===== src/rbx_pkg.sv =====
// ----------------------------------------------------------------------------
// Romberg extrapolation package
// Widths, limits, the reciprocal table and the shared-unit control type.
// ----------------------------------------------------------------------------
package rbx_pkg;

   localparam int VALUE_W     = 32;
   localparam int INDEX_W     = 4;
   localparam int LEVEL_W     = 5;
   localparam int STORE_DEPTH = 16;
   localparam int MAX_LEVEL   = 15;
   localparam int LEVEL_LIMIT = (MAX_LEVEL < STORE_DEPTH - 1) ? MAX_LEVEL : STORE_DEPTH - 1;
   localparam int RECIP_W     = 32;
   localparam int PROD_W      = 2 * (VALUE_W + 1);

   typedef struct packed {
      logic               mul_en;
      logic [INDEX_W-1:0] order;
   } rbx_unit_ctl_type;

   // round(2^32 / (4^j - 1)) as an unsigned 0.32 fraction; order zero is unused.
   function automatic logic [RECIP_W-1:0] rbx_recip(input logic [INDEX_W-1:0] order);
      logic [RECIP_W-1:0] r;
      case (order)
         4'd1:    r = 32'd1431655765;
         4'd2:    r = 32'd286331153;
         4'd3:    r = 32'd68174084;
         4'd4:    r = 32'd16843009;
         4'd5:    r = 32'd4198404;
         4'd6:    r = 32'd1048832;
         4'd7:    r = 32'd262160;
         4'd8:    r = 32'd65537;
         4'd9:    r = 32'd16384;
         4'd10:   r = 32'd4096;
         4'd11:   r = 32'd1024;
         4'd12:   r = 32'd256;
         4'd13:   r = 32'd64;
         4'd14:   r = 32'd16;
         4'd15:   r = 32'd4;
         default: r = '0;
      endcase
      return r;
   endfunction

endpackage


===== src/rbx_req_if.sv =====
// ----------------------------------------------------------------------------
// Romberg request channel
// Valid/ready channel that carries one trapezoid estimate per request.
// ----------------------------------------------------------------------------
interface rbx_req_if;
   logic                                valid;
   logic                                ready;
   logic signed [rbx_pkg::VALUE_W-1:0]  estimate;
   logic                                restart;

   modport source (output valid, output estimate, output restart, input ready);
   modport sink   (input valid, input estimate, input restart, output ready);
endinterface


===== src/rbx_rsp_if.sv =====
// ----------------------------------------------------------------------------
// Romberg response channel
// Valid/ready channel that carries one table entry per response.
// ----------------------------------------------------------------------------
interface rbx_rsp_if;
   logic                                valid;
   logic                                ready;
   logic        [rbx_pkg::INDEX_W-1:0]  row;
   logic        [rbx_pkg::INDEX_W-1:0]  column;
   logic signed [rbx_pkg::VALUE_W-1:0]  value;
   logic                                last;
   logic                                error;

   modport source (output valid, output row, output column, output value,
                   output last, output error, input ready);
   modport sink   (input valid, input row, input column, input value,
                   input last, input error, output ready);
endinterface


===== src/rbx_ram.sv =====
// ----------------------------------------------------------------------------
// Generic single-port RAM
// One address per cycle, read-first, registered read data.
// ----------------------------------------------------------------------------
module rbx_ram #(
   parameter int WIDTH = 32,
   parameter int DEPTH = 16
) (
   input  logic                     clock,
   input  logic                     en,
   input  logic                     we,
   input  logic [$clog2(DEPTH)-1:0] addr,
   input  logic [WIDTH-1:0]         wr_data,
   output logic [WIDTH-1:0]         rd_data
);

   logic [WIDTH-1:0] mem_ff [DEPTH];
   logic [WIDTH-1:0] rd_data_ff;

   always_ff @(posedge clock) begin
      if (en) begin
         rd_data_ff <= mem_ff[addr];
         if (we) begin
            mem_ff[addr] <= wr_data;
         end
      end
   end

   assign rd_data = rd_data_ff;

endmodule


===== src/rbx_extrap_unit.sv =====
// ----------------------------------------------------------------------------
// Romberg extrapolation unit
// Registered product (A - B) * recip, then floor, add and saturate.
// ----------------------------------------------------------------------------
module rbx_extrap_unit (
   input  logic                               clock,
   input  rbx_pkg::rbx_unit_ctl_type          ctl,
   input  logic signed [rbx_pkg::VALUE_W-1:0] a_val,
   input  logic signed [rbx_pkg::VALUE_W-1:0] b_val,
   output logic signed [rbx_pkg::VALUE_W-1:0] result
);
   import rbx_pkg::*;

   localparam int SUM_W = PROD_W - RECIP_W + 1;

   logic signed [VALUE_W:0]      diff;
   logic signed [VALUE_W:0]      recip_s;
   logic signed [PROD_W-1:0]     prod_in;
   logic signed [PROD_W-1:0]     prod_ff;
   logic signed [SUM_W-1:0]      sum;
   logic                         too_high;
   logic                         too_low;

   assign diff    = {a_val[VALUE_W-1], a_val} - {b_val[VALUE_W-1], b_val};
   assign recip_s = {1'b0, rbx_recip(ctl.order)};
   assign prod_in = diff * recip_s;

   always_ff @(posedge clock) begin
      if (ctl.mul_en) begin
         prod_ff <= prod_in;
      end
   end

   // The arithmetic shift of the upper product bits is the floor of p / 2^32.
   assign sum = {{(SUM_W - VALUE_W){a_val[VALUE_W-1]}}, a_val}
              + {prod_ff[PROD_W-1], prod_ff[PROD_W-1:RECIP_W]};

   assign too_high = !sum[SUM_W-1] && (sum[SUM_W-2:VALUE_W-1] != '0);
   assign too_low  =  sum[SUM_W-1] && (sum[SUM_W-2:VALUE_W-1] != '1);

   always_comb begin
      if (too_high) begin
         result = {1'b0, {(VALUE_W-1){1'b1}}};
      end else if (too_low) begin
         result = {1'b1, {(VALUE_W-1){1'b0}}};
      end else begin
         result = sum[VALUE_W-1:0];
      end
   end

endmodule


===== src/romberg_extrapolation_table.sv =====
// ----------------------------------------------------------------------------
// Romberg extrapolation table
// Keeps the last anti-diagonal of the Romberg table and emits, for each new
// trapezoid estimate, the new anti-diagonal from column 0 upward.
// ----------------------------------------------------------------------------
//  Channel   Direction  Handshake      Payload
//  req_chan  in         valid/ready    estimate (Q16.16), restart
//  rsp_chan  out        valid/ready    row, column, value (Q16.16), last, error
//
// A request at level k first shows R[k][0], then passes three steps for each
// further column (store read at the response handshake, multiply, add and
// saturate), all through one multiplier.
// A request beyond the level limit gives one error response.
// Reset is synchronous and clears the sequencer and the level count; the
// diagonal store is not cleared, since every entry is written before it is read.
// A stalled response simply holds the sequencer; no request is taken until the
// last response of the current one has gone out.
// ----------------------------------------------------------------------------
module romberg_extrapolation_table #(
   parameter int MAX_LEVEL = rbx_pkg::MAX_LEVEL
) (
   input  logic      clock,
   input  logic      reset,
   rbx_req_if.sink   req_chan,
   rbx_rsp_if.source rsp_chan
);
   import rbx_pkg::*;

   // The 16-entry store and the 4-bit row field cap the usable depth.
   localparam int LEVEL_CAP = (MAX_LEVEL < STORE_DEPTH - 1) ? MAX_LEVEL : STORE_DEPTH - 1;

   typedef enum logic [1:0] {
      ST_IDLE,
      ST_RESP,
      ST_MUL,
      ST_ADD
   } state_type;

   state_type                  state_ff,       state_in;
   logic [LEVEL_W-1:0]         level_count_ff, level_count_in;
   logic [INDEX_W-1:0]         k_ff,           k_in;
   logic [INDEX_W-1:0]         col_ff,         col_in;
   logic signed [VALUE_W-1:0]  acc_ff,         acc_in;
   logic [INDEX_W-1:0]         row_ff,         row_in;
   logic signed [VALUE_W-1:0]  value_ff,       value_in;
   logic                       last_ff,        last_in;
   logic                       err_ff,         err_in;

   logic [LEVEL_W-1:0]         k_new;
   logic [INDEX_W-1:0]         col_next;
   logic                       rsp_fire;
   logic                       ram_en;
   logic signed [VALUE_W-1:0]  old_entry;
   logic signed [VALUE_W-1:0]  unit_result;
   rbx_unit_ctl_type           unit_ctl;

   assign rsp_fire = rsp_chan.valid && rsp_chan.ready;
   assign col_next = col_ff + INDEX_W'(1);

   // A restart, or the very first request after reset, opens a new table.
   assign k_new = req_chan.restart ? '0 : level_count_ff;

   // Each response handshake writes the entry just shown into its slot of the
   // store and, read-first, fetches the old entry that the next column needs.
   assign ram_en = (state_ff == ST_RESP) && rsp_chan.ready && !err_ff;

   rbx_ram #(
      .WIDTH (VALUE_W),
      .DEPTH (STORE_DEPTH)
   ) u_store (
      .clock   (clock),
      .en      (ram_en),
      .we      (ram_en),
      .addr    (col_ff),
      .wr_data (acc_ff),
      .rd_data (old_entry)
   );

   assign unit_ctl.mul_en = (state_ff == ST_MUL);
   assign unit_ctl.order  = col_next;

   rbx_extrap_unit u_unit (
      .clock  (clock),
      .ctl    (unit_ctl),
      .a_val  (acc_ff),
      .b_val  (old_entry),
      .result (unit_result)
   );

   always_comb begin
      state_in       = state_ff;
      level_count_in = level_count_ff;
      k_in           = k_ff;
      col_in         = col_ff;
      acc_in         = acc_ff;
      row_in         = row_ff;
      value_in       = value_ff;
      last_in        = last_ff;
      err_in         = err_ff;
      case (state_ff)
         ST_IDLE: begin
            if (req_chan.valid) begin
               state_in = ST_RESP;
               col_in   = '0;
               if (k_new > LEVEL_W'(LEVEL_CAP)) begin
                  // Too deep: one error response, the table stays as it was.
                  err_in   = 1'b1;
                  row_in   = '0;
                  value_in = '0;
                  last_in  = 1'b1;
               end else begin
                  err_in   = 1'b0;
                  k_in     = k_new[INDEX_W-1:0];
                  acc_in   = req_chan.estimate;
                  row_in   = k_new[INDEX_W-1:0];
                  value_in = req_chan.estimate;
                  last_in  = (k_new == '0);
               end
            end
         end
         ST_RESP: begin
            if (rsp_chan.ready) begin
               if (last_ff) begin
                  state_in = ST_IDLE;
                  if (!err_ff) begin
                     level_count_in = {1'b0, k_ff} + LEVEL_W'(1);
                  end
               end else begin
                  state_in = ST_MUL;
               end
            end
         end
         ST_MUL: begin
            state_in = ST_ADD;
         end
         ST_ADD: begin
            state_in = ST_RESP;
            col_in   = col_next;
            acc_in   = unit_result;
            value_in = unit_result;
            row_in   = k_ff - col_next;
            last_in  = (col_next == k_ff);
         end
         default: begin
            state_in = ST_IDLE;
         end
      endcase
   end

   always_ff @(posedge clock) begin
      if (reset) begin
         state_ff       <= ST_IDLE;
         level_count_ff <= '0;
      end else begin
         state_ff       <= state_in;
         level_count_ff <= level_count_in;
      end
      k_ff     <= k_in;
      col_ff   <= col_in;
      acc_ff   <= acc_in;
      row_ff   <= row_in;
      value_ff <= value_in;
      last_ff  <= last_in;
      err_ff   <= err_in;
   end

   assign req_chan.ready  = (state_ff == ST_IDLE);
   assign rsp_chan.valid  = (state_ff == ST_RESP);
   assign rsp_chan.row    = row_ff;
   assign rsp_chan.column = col_ff;
   assign rsp_chan.value  = value_ff;
   assign rsp_chan.last   = last_ff;
   assign rsp_chan.error  = err_ff;

   // The block never takes a request while a response is pending.
   a_no_overlap: assert property (@(posedge clock) disable iff (reset)
      !(req_chan.ready && rsp_chan.valid))
      else $error("request taken while a response is pending");

   // An error response is a single, empty response.
   a_error_shape: assert property (@(posedge clock) disable iff (reset)
      rsp_chan.valid && rsp_chan.error |->
         rsp_chan.last && (rsp_chan.value == '0) && (rsp_chan.column == '0))
      else $error("malformed error response");

   // Every regular entry lies on the anti-diagonal of the current level.
   a_diagonal: assert property (@(posedge clock) disable iff (reset)
      rsp_chan.valid && !rsp_chan.error |->
         (rsp_chan.row + rsp_chan.column == k_ff) && (rsp_chan.column <= k_ff))
      else $error("entry off the anti-diagonal");

   // The final response of a request frees the block in the next cycle.
   a_release: assert property (@(posedge clock) disable iff (reset)
      rsp_fire && rsp_chan.last |=> req_chan.ready)
      else $error("block not released after the final response");

   // The level count never runs past one beyond the deepest level.
   a_level_bound: assert property (@(posedge clock) disable iff (reset)
      level_count_ff <= LEVEL_W'(LEVEL_CAP + 1))
      else $error("level count out of range");

endmodule


===== src/flat_wrapper.sv =====
// flat-port wrapper written by rule: the top's interface ports become plain ports
module romberg_extrapolation_table_flat import rbx_pkg::*;
#(
   parameter int MAX_LEVEL = rbx_pkg::MAX_LEVEL
)
  (clock, reset, req_chan_valid, req_chan_estimate, req_chan_restart, req_chan_ready, rsp_chan_valid, rsp_chan_row, rsp_chan_column, rsp_chan_value, rsp_chan_last, rsp_chan_error, rsp_chan_ready);
  rbx_req_if req_chan_i ();
  rbx_rsp_if rsp_chan_i ();
  input  logic clock;
  input  logic reset;
  input wire logic [$bits(req_chan_i.valid)-1:0] req_chan_valid;
  input wire logic [$bits(req_chan_i.estimate)-1:0] req_chan_estimate;
  input wire logic [$bits(req_chan_i.restart)-1:0] req_chan_restart;
  output wire logic [$bits(req_chan_i.ready)-1:0] req_chan_ready;
  output wire logic [$bits(rsp_chan_i.valid)-1:0] rsp_chan_valid;
  output wire logic [$bits(rsp_chan_i.row)-1:0] rsp_chan_row;
  output wire logic [$bits(rsp_chan_i.column)-1:0] rsp_chan_column;
  output wire logic [$bits(rsp_chan_i.value)-1:0] rsp_chan_value;
  output wire logic [$bits(rsp_chan_i.last)-1:0] rsp_chan_last;
  output wire logic [$bits(rsp_chan_i.error)-1:0] rsp_chan_error;
  input wire logic [$bits(rsp_chan_i.ready)-1:0] rsp_chan_ready;
  assign req_chan_i.valid = req_chan_valid;
  assign req_chan_i.estimate = req_chan_estimate;
  assign req_chan_i.restart = req_chan_restart;
  assign req_chan_ready = req_chan_i.ready;
  assign rsp_chan_valid = rsp_chan_i.valid;
  assign rsp_chan_row = rsp_chan_i.row;
  assign rsp_chan_column = rsp_chan_i.column;
  assign rsp_chan_value = rsp_chan_i.value;
  assign rsp_chan_last = rsp_chan_i.last;
  assign rsp_chan_error = rsp_chan_i.error;
  assign rsp_chan_i.ready = rsp_chan_ready;
  romberg_extrapolation_table #(.MAX_LEVEL(MAX_LEVEL)) u_core (.clock(clock), .reset(reset), .req_chan(req_chan_i), .rsp_chan(rsp_chan_i));
endmodule

===== config.mk =====
export PLATFORM = sky130hd
export DESIGN_NAME = romberg_extrapolation_table_flat
export DESIGN_NICKNAME = d
export VERILOG_FILES = /design/src/rbx_pkg.sv /design/src/rbx_req_if.sv /design/src/rbx_rsp_if.sv /design/src/rbx_ram.sv /design/src/rbx_extrap_unit.sv /design/src/romberg_extrapolation_table.sv /design/src/flat_wrapper.sv
export SDC_FILE = /design/constraint.sdc
export NUM_CORES = 2
export LEC_CHECK = 0
export BUFFER_PORTS_ARGS = -buffer_cell sky130_fd_sc_hd__buf_2
export CAP_MARGIN = 10
export CORE_UTILIZATION = 60
export CTS_CLUSTER_SIZE = 14
export DETAILED_ROUTE_END_ITERATION = 8
export GPL_TIMING_DRIVEN = 1
export HOLD_SLACK_MARGIN = 0.06
export PLACE_DENSITY_LB_ADDON = 0.12
export SETUP_SLACK_MARGIN = 0.1
export SLEW_MARGIN = 0
export SYNTH_ARGS = -nofsm -noshare
export SYNTH_HDL_FRONTEND = slang
export SYNTH_SLANG_ARGS = --single-unit
export TNS_END_PERCENT = 5

===== constraint.sdc =====
create_clock -name clock -period 20.6 [get_ports clock]
set_input_delay 1.03 -clock clock [delete_from_list [all_inputs] [get_ports clock]]
set_output_delay 1.03 -clock clock [all_outputs]
set_load 0.005 [all_outputs]

**After elaboration in Yosys (flattened, before gate mapping)**

Memories as Yosys holds them, arrays and structs flattened. A register that Yosys moved wholly into a read port is not among the register bits.
Index checks and enable logic that the tools add are counted.
Widths: inputs -> output; s select.

- Register bits after elaboration: 151
- Bits in writable memories: 512
- Logic and storage cells: 69
- Output and inout bits: 44
- Memory bits (read-only): 256
- Memories: 2

- Muxes and demuxes: 24
- $mul: 1
- $lt $le $gt $ge: 1
- Equality and inequality tests: 8
- $add $sub $neg: 5
- Bitwise gates (word level): 2
- Reduce and logical (&&, ||, !) cells: 16

Memory list:

| name | words | bits a word | read ports | clocked after memory_dff | write ports | line | source |
|---|---|---|---|---|---|---|---|
| u_core.u_store.mem_ff | 16 | 32 | 1 | 1 | 1 | rbx_ram.sv:17 | `logic [WIDTH-1:0] mem_ff [DEPTH];` |
| (no name shown) | 16 | 16 | 1 | 0 | 0 | rbx_pkg.sv:24 | `case (order)` |

Operators by type and width:

| kind | number |
|---|---|
| $mux 32 | 6 |
| $pmux 32 s2 | 2 |
| $mul 33x33->66 | 1 |
| $add 32x34->35 | 1 |
| $sub 32x32->33 | 1 |
| $pmux 4 s2 | 2 |
| $mux 4 | 3 |
| $pmux 2 s4 | 1 |
| $mux 2 | 3 |
| $reduce_and 2->1 | 3 |
| $reduce_and 3->1 | 2 |
| $add 4x1->5 const B | 1 |
| $gt 5x4->1 const B | 1 |
| $logic_not 5->1 | 1 |
| $mux 1 | 5 |
| $mux 5 | 1 |
| $add 4x1->4 const B | 1 |
| $eq 2x2->1 const B | 2 |
| $eq 4x4->1 | 1 |
| $logic_and 1x1->1 | 4 |
| $ne 2x2->1 const B | 2 |
| $reduce_and 4->1 | 1 |
| $sub 4x4->4 | 1 |
| $ne 3x3->1 const B | 1 |
| other kinds (8) | 10 |

**Depth between registers and ports, before layout**

- Word-level depth: 6
- Mapped depth: 41
- Depth with buffers taken out: 40

**By module**

Synthesis repeated with hierarchy kept, for this count alone.

- Cell total of the unflattened synthesis: 4,516
- Area total of the unflattened synthesis: 54,288.3 um2

By module, submodules not included:

| module | sequential area each (um2) | cells an instance | area an instance (um2) | instances |
|---|---|---|---|---|
| rbx_extrap_unit | 1,021.0 | 3,428 | 30,306.6 | 1 |
| rbx_ram | 16,335.7 | 843 | 20,211.9 | 1 |
| romberg_extrapolation_table | 2,482.4 | 245 | 3,769.9 | 1 |

**Worst setup path after synthesis**

OpenSTA, ideal clock, no wires.

- Path type: reg2reg
- From: register u_core.acc_ff[0]
- To: register u_core.u_unit.prod_ff[65] (data pin)
- Data required time: 20,340 ps
- Library setup time: 260 ps
- Clock period less this slack: 9,634 ps
- Data arrival time: 9,375 ps
- Setup slack: 10,966 ps
- Buffers on the path: 2
- Cell stages (with the launch flop): 39
- Cells stage by stage: edfxtp_1 inv_1 ha_1 fa_1 nand2b_1 a21boi_1 o21ai_1 a311o_1 a21boi_0 o21ai_0 a21boi_0 mux2_2 nor2_1 clkbuf_1 nor2_1 ha_1 fa_1 inv_1 [... 3 more ...] fa_1 fa_1 fa_1 inv_1 fa_1 inv_1 ha_1 clkbuf_1 nand4_1 nor3_1 nand2_1 or3_1 a2111o_1 a31oi_4 o211ai_4 o21ai_1 a21oi_1 xnor2_1

- Cells in the longest elaborated chain, start to end: 2

RTL lines:

| what | line | source |
|---|---|---|
| start, declared | romberg_extrapolation_table.sv:43 | `logic signed [VALUE_W-1:0] acc_ff, acc_in;` |
| start signal, assigned | romberg_extrapolation_table.sv:160 | `acc_ff <= acc_in;` |
| $sub 32x32->33 | rbx_extrap_unit.sv:24 | `assign diff = {a_val[VALUE_W-1], a_val} - {b_val[VALUE_W-1], b_val};` |
| $mul 33x33->66 | rbx_extrap_unit.sv:26 | `assign prod_in = diff * recip_s;` |
| net u_core.u_unit.prod_in[65] | rbx_extrap_unit.sv:18 | `logic signed [PROD_W-1:0] prod_in;` |
| end signal, assigned | rbx_extrap_unit.sv:30 | `prod_ff <= prod_in;` |
| end, declared | rbx_extrap_unit.sv:19 | `logic signed [PROD_W-1:0] prod_ff;` |

The timed path passes the listed nets, and every way through them passes these cells.
A chain may end at the register's enable or synchronous reset.

**Worst setup path in the final report**

Same ends and word-level chain as after synthesis.

==> results.yml <==
outcome:
  status: "completed"
sta:
  fmax_ghz: 0.0887
  timing.final.hold_violations: 0
  tightest_slew_ns: 1.13
  finalSetupTns_ns: 0
  relSlewSlack: 0.243
  min_period_ns: 11.27
  rsz0062_at_grt: "no"
  period_share: 0.547
  maxSlewViolCount: 0
  finalSetupViolations: 0
  finClkSkew_ns: 0.0434
cells_and_area:
  layout_commonest_cell: "inv_1"
  layout-drive-gt1-share: 0.0973
  nets: 5849
  regArea_um2: 19800
  multi_input_area_um2: 31400
  layout_common_cells: "inv_1 (806), edfxtp_1 (656), ha_1 (582)"
  syn_to_final_growth_pct: 6.92
  n_fill_cell: 6882
setup_path:
  max_stage_delay_ns: 0.78
  cp_num_buf_inv: 6
  crit_type: "register to register"
  cp_slowest_cell: "ha_1"
  cp-start-kind: "register"
  worstSetupEndpointType: "register"
  worst-path-max-fanout: 26
  worst-endpoint-required_ns: 20.96
  arrival_ns: 11.64
  cp_common_cell: "fa_1"
  critical_path.top_delay_family: "adder cells"
yosys:
  synth_edf_count: 656
  synthArstFlopShare: 0
  synth-seq-area-share: 0.362
  yosysTopAreaCellShare: 0.360
  synth_top_area_cell: "edfxtp_1"
  netlist_top_cells_area: "edfxtp_1 (36%), fa_1 (20%), ha_1 (13%)"
  syn_inst: 4651
  syn_nets: 5824
  ys_ff_latch: 663
  synth_flop_cell: "edfxtp_1"
  ys_types: 85
  synth_area_um2: 54800
  yosys_warnings: 0
  avgSynthCellArea_um2: 11.8
placed_design:
  dp_hpwl_mm: 104
  io_buffer_count: 80
  place.gp.congestion: 0.976
routing:
  vias_per_cell: 6.15
  vias: 36230
  first_iter_violations: 3492
  drc_errors: 0
  routed_wl_mm: 149
  antenna_left: 0
  post_drt_wl_per_cell_um: 25.3
  dr.pass1.iters: 5
global_route:
  grt_max_degree: 105
  grt_overflow: 0
  grt_pass1_vias: 37047
  grt.total_usage: 0.328
  antenna_found_initial: 2
  grt_first_pass_wirelength_mm: 226
floorplan:
  coreArea_um2: 90100
  dieWidth_um: 304
  rows: 110
  design.die.area_um2: 92500
  start_util: 0.608
  die_h_um: 304
  ios: 81
clocking:
  htreeDepth: 2
  cts_made_buffers: 59
  post-cts-setup-buffers: 0
  clk_pin_slew_ns: 0.07
  hold_buffers: 0
  cts_sinks: 663
  clock_latency_ns: 0.64
  cts_root_buf: "clkbuf_16"
  cts-resized-gates: 0
  cts_tree: "built"
  clk_path_buf_depth: 3
job:
  maxCapViolCount: 0
hold_path:
  hold_class: "register to register"
## cell type report
cell class / count / area share
Clock inverter: 27 / 0.00429
Inverter: 808 / 0.0518
Antenna cell: 1 / 0.0000427
Clock buffer: 75 / 0.0262
Tap cell: 1176 / 0.0251
Multi-Input combinational cell: 2983 / 0.536
Sequential cell: 663 / 0.339
Timing Repair Buffer: 161 / 0.0174
## cell usage after synthesis (4+ instances only)
library cell and n:
a21o_1 76, nor2_1 544, dfxtp_1 7, fa_1 553
and4_1 9, xnor2_1 63, o21ai_1 17, o221ai_1 4
edfxtp_1 656, nand4_1 40, o311ai_0 21, nand2_1 159
buf_1 17, mux4_2 160, or3_1 17, a21boi_0 6
nor3_1 50, and2_1 24, o211ai_1 26, a211oi_1 17
a41oi_1 4, xor2_1 33, nor3b_1 7, inv_1 806
o21a_1 23, buf_2 16, o21bai_1 16, a31oi_1 13
nand2b_1 37, ha_1 583, clkbuf_1 162, and3_1 19
nor2b_1 21, a21oi_1 154, mux2i_1 7, a221oi_1 5
o31ai_1 34, nand3_1 104, or2_2 4, o21ai_0 67
## flip-flops by register name (all words and copies together) (netlist names)
name and cells:
u_core.acc_ff 32, u_core.k_ff 4, u_core.level_count_ff 5, u_core.rsp_chan.column 4, u_core.rsp_chan.error 1, u_core.rsp_chan.last 1
u_core.rsp_chan.row 4, u_core.rsp_chan.value 32, u_core.state_ff 2, u_core.u_store.mem_ff 512, u_core.u_store.rd_data 32, u_core.u_unit.prod_ff 34
## worst min-delay path: cells and delay by family (launching register included)
family	cells	cell delay, ns
flops	1	0.32
simple gates	1	0.07
compound gates	1	0.05
## metal layers
layer	routed length, um	GRT usage	share of wire
met1	59500	0.460	0.40
met2	70300	0.532	0.47
met3	13600	0.0512	0.092
met4	5510	0.102	0.037
met5	12	0	0.000081
## path summary, 6_finish.rpt
check,depth (start not counted),slack (ns),to,from
setup / recovery,37,9.33,u_core.u_unit.prod_ff[65],u_core.acc_ff[0]
setup reg to reg,37,9.33,u_core.u_unit.prod_ff[65],u_core.acc_ff[0]
hold / removal,2,0.49,u_core.level_count_ff[4],u_core.level_count_ff[4]
hold reg to reg,2,0.49,u_core.level_count_ff[4],u_core.level_count_ff[4]
## kinds of logic (layout without fill, tap and decap cells)
logic type	Yosys count	in the layout	share of synthesized area
xor+xnor	97	97	0.0156
flops	663	663	0.362
fa+ha+maj	1136	1136	0.335
mux	169	169	0.0676
other cells	0	1	0
compound gates	529	529	0.0642
buf+inv	1005	1071	0.0694
simple gates	1052	1052	0.0856
## stage by stage
step / setup WS (ns) / cells / util / hold WS, ns / instance area, um2
finish: 9.33 / 5894 / 0.650 / 0.492 / 58600
global route: 8.92 / 5893 / 0.650 / 0.530 / 58600
CTS: 9.49 / 5893 / 0.650 / 0.491 / 58600
detailed placement: 9.51 / 5791 / 0.630 / 0.483 / 56800
global placement: 9.67 / 5790 / 0.630 / 0.469 / 56800
floorplan: 10.97 / 4651 / - / 0.452 / 54800
Power is left out: the tool's default activity adds up to more than one toggle a clock period on the data nets, which glitch-free logic cannot reach.
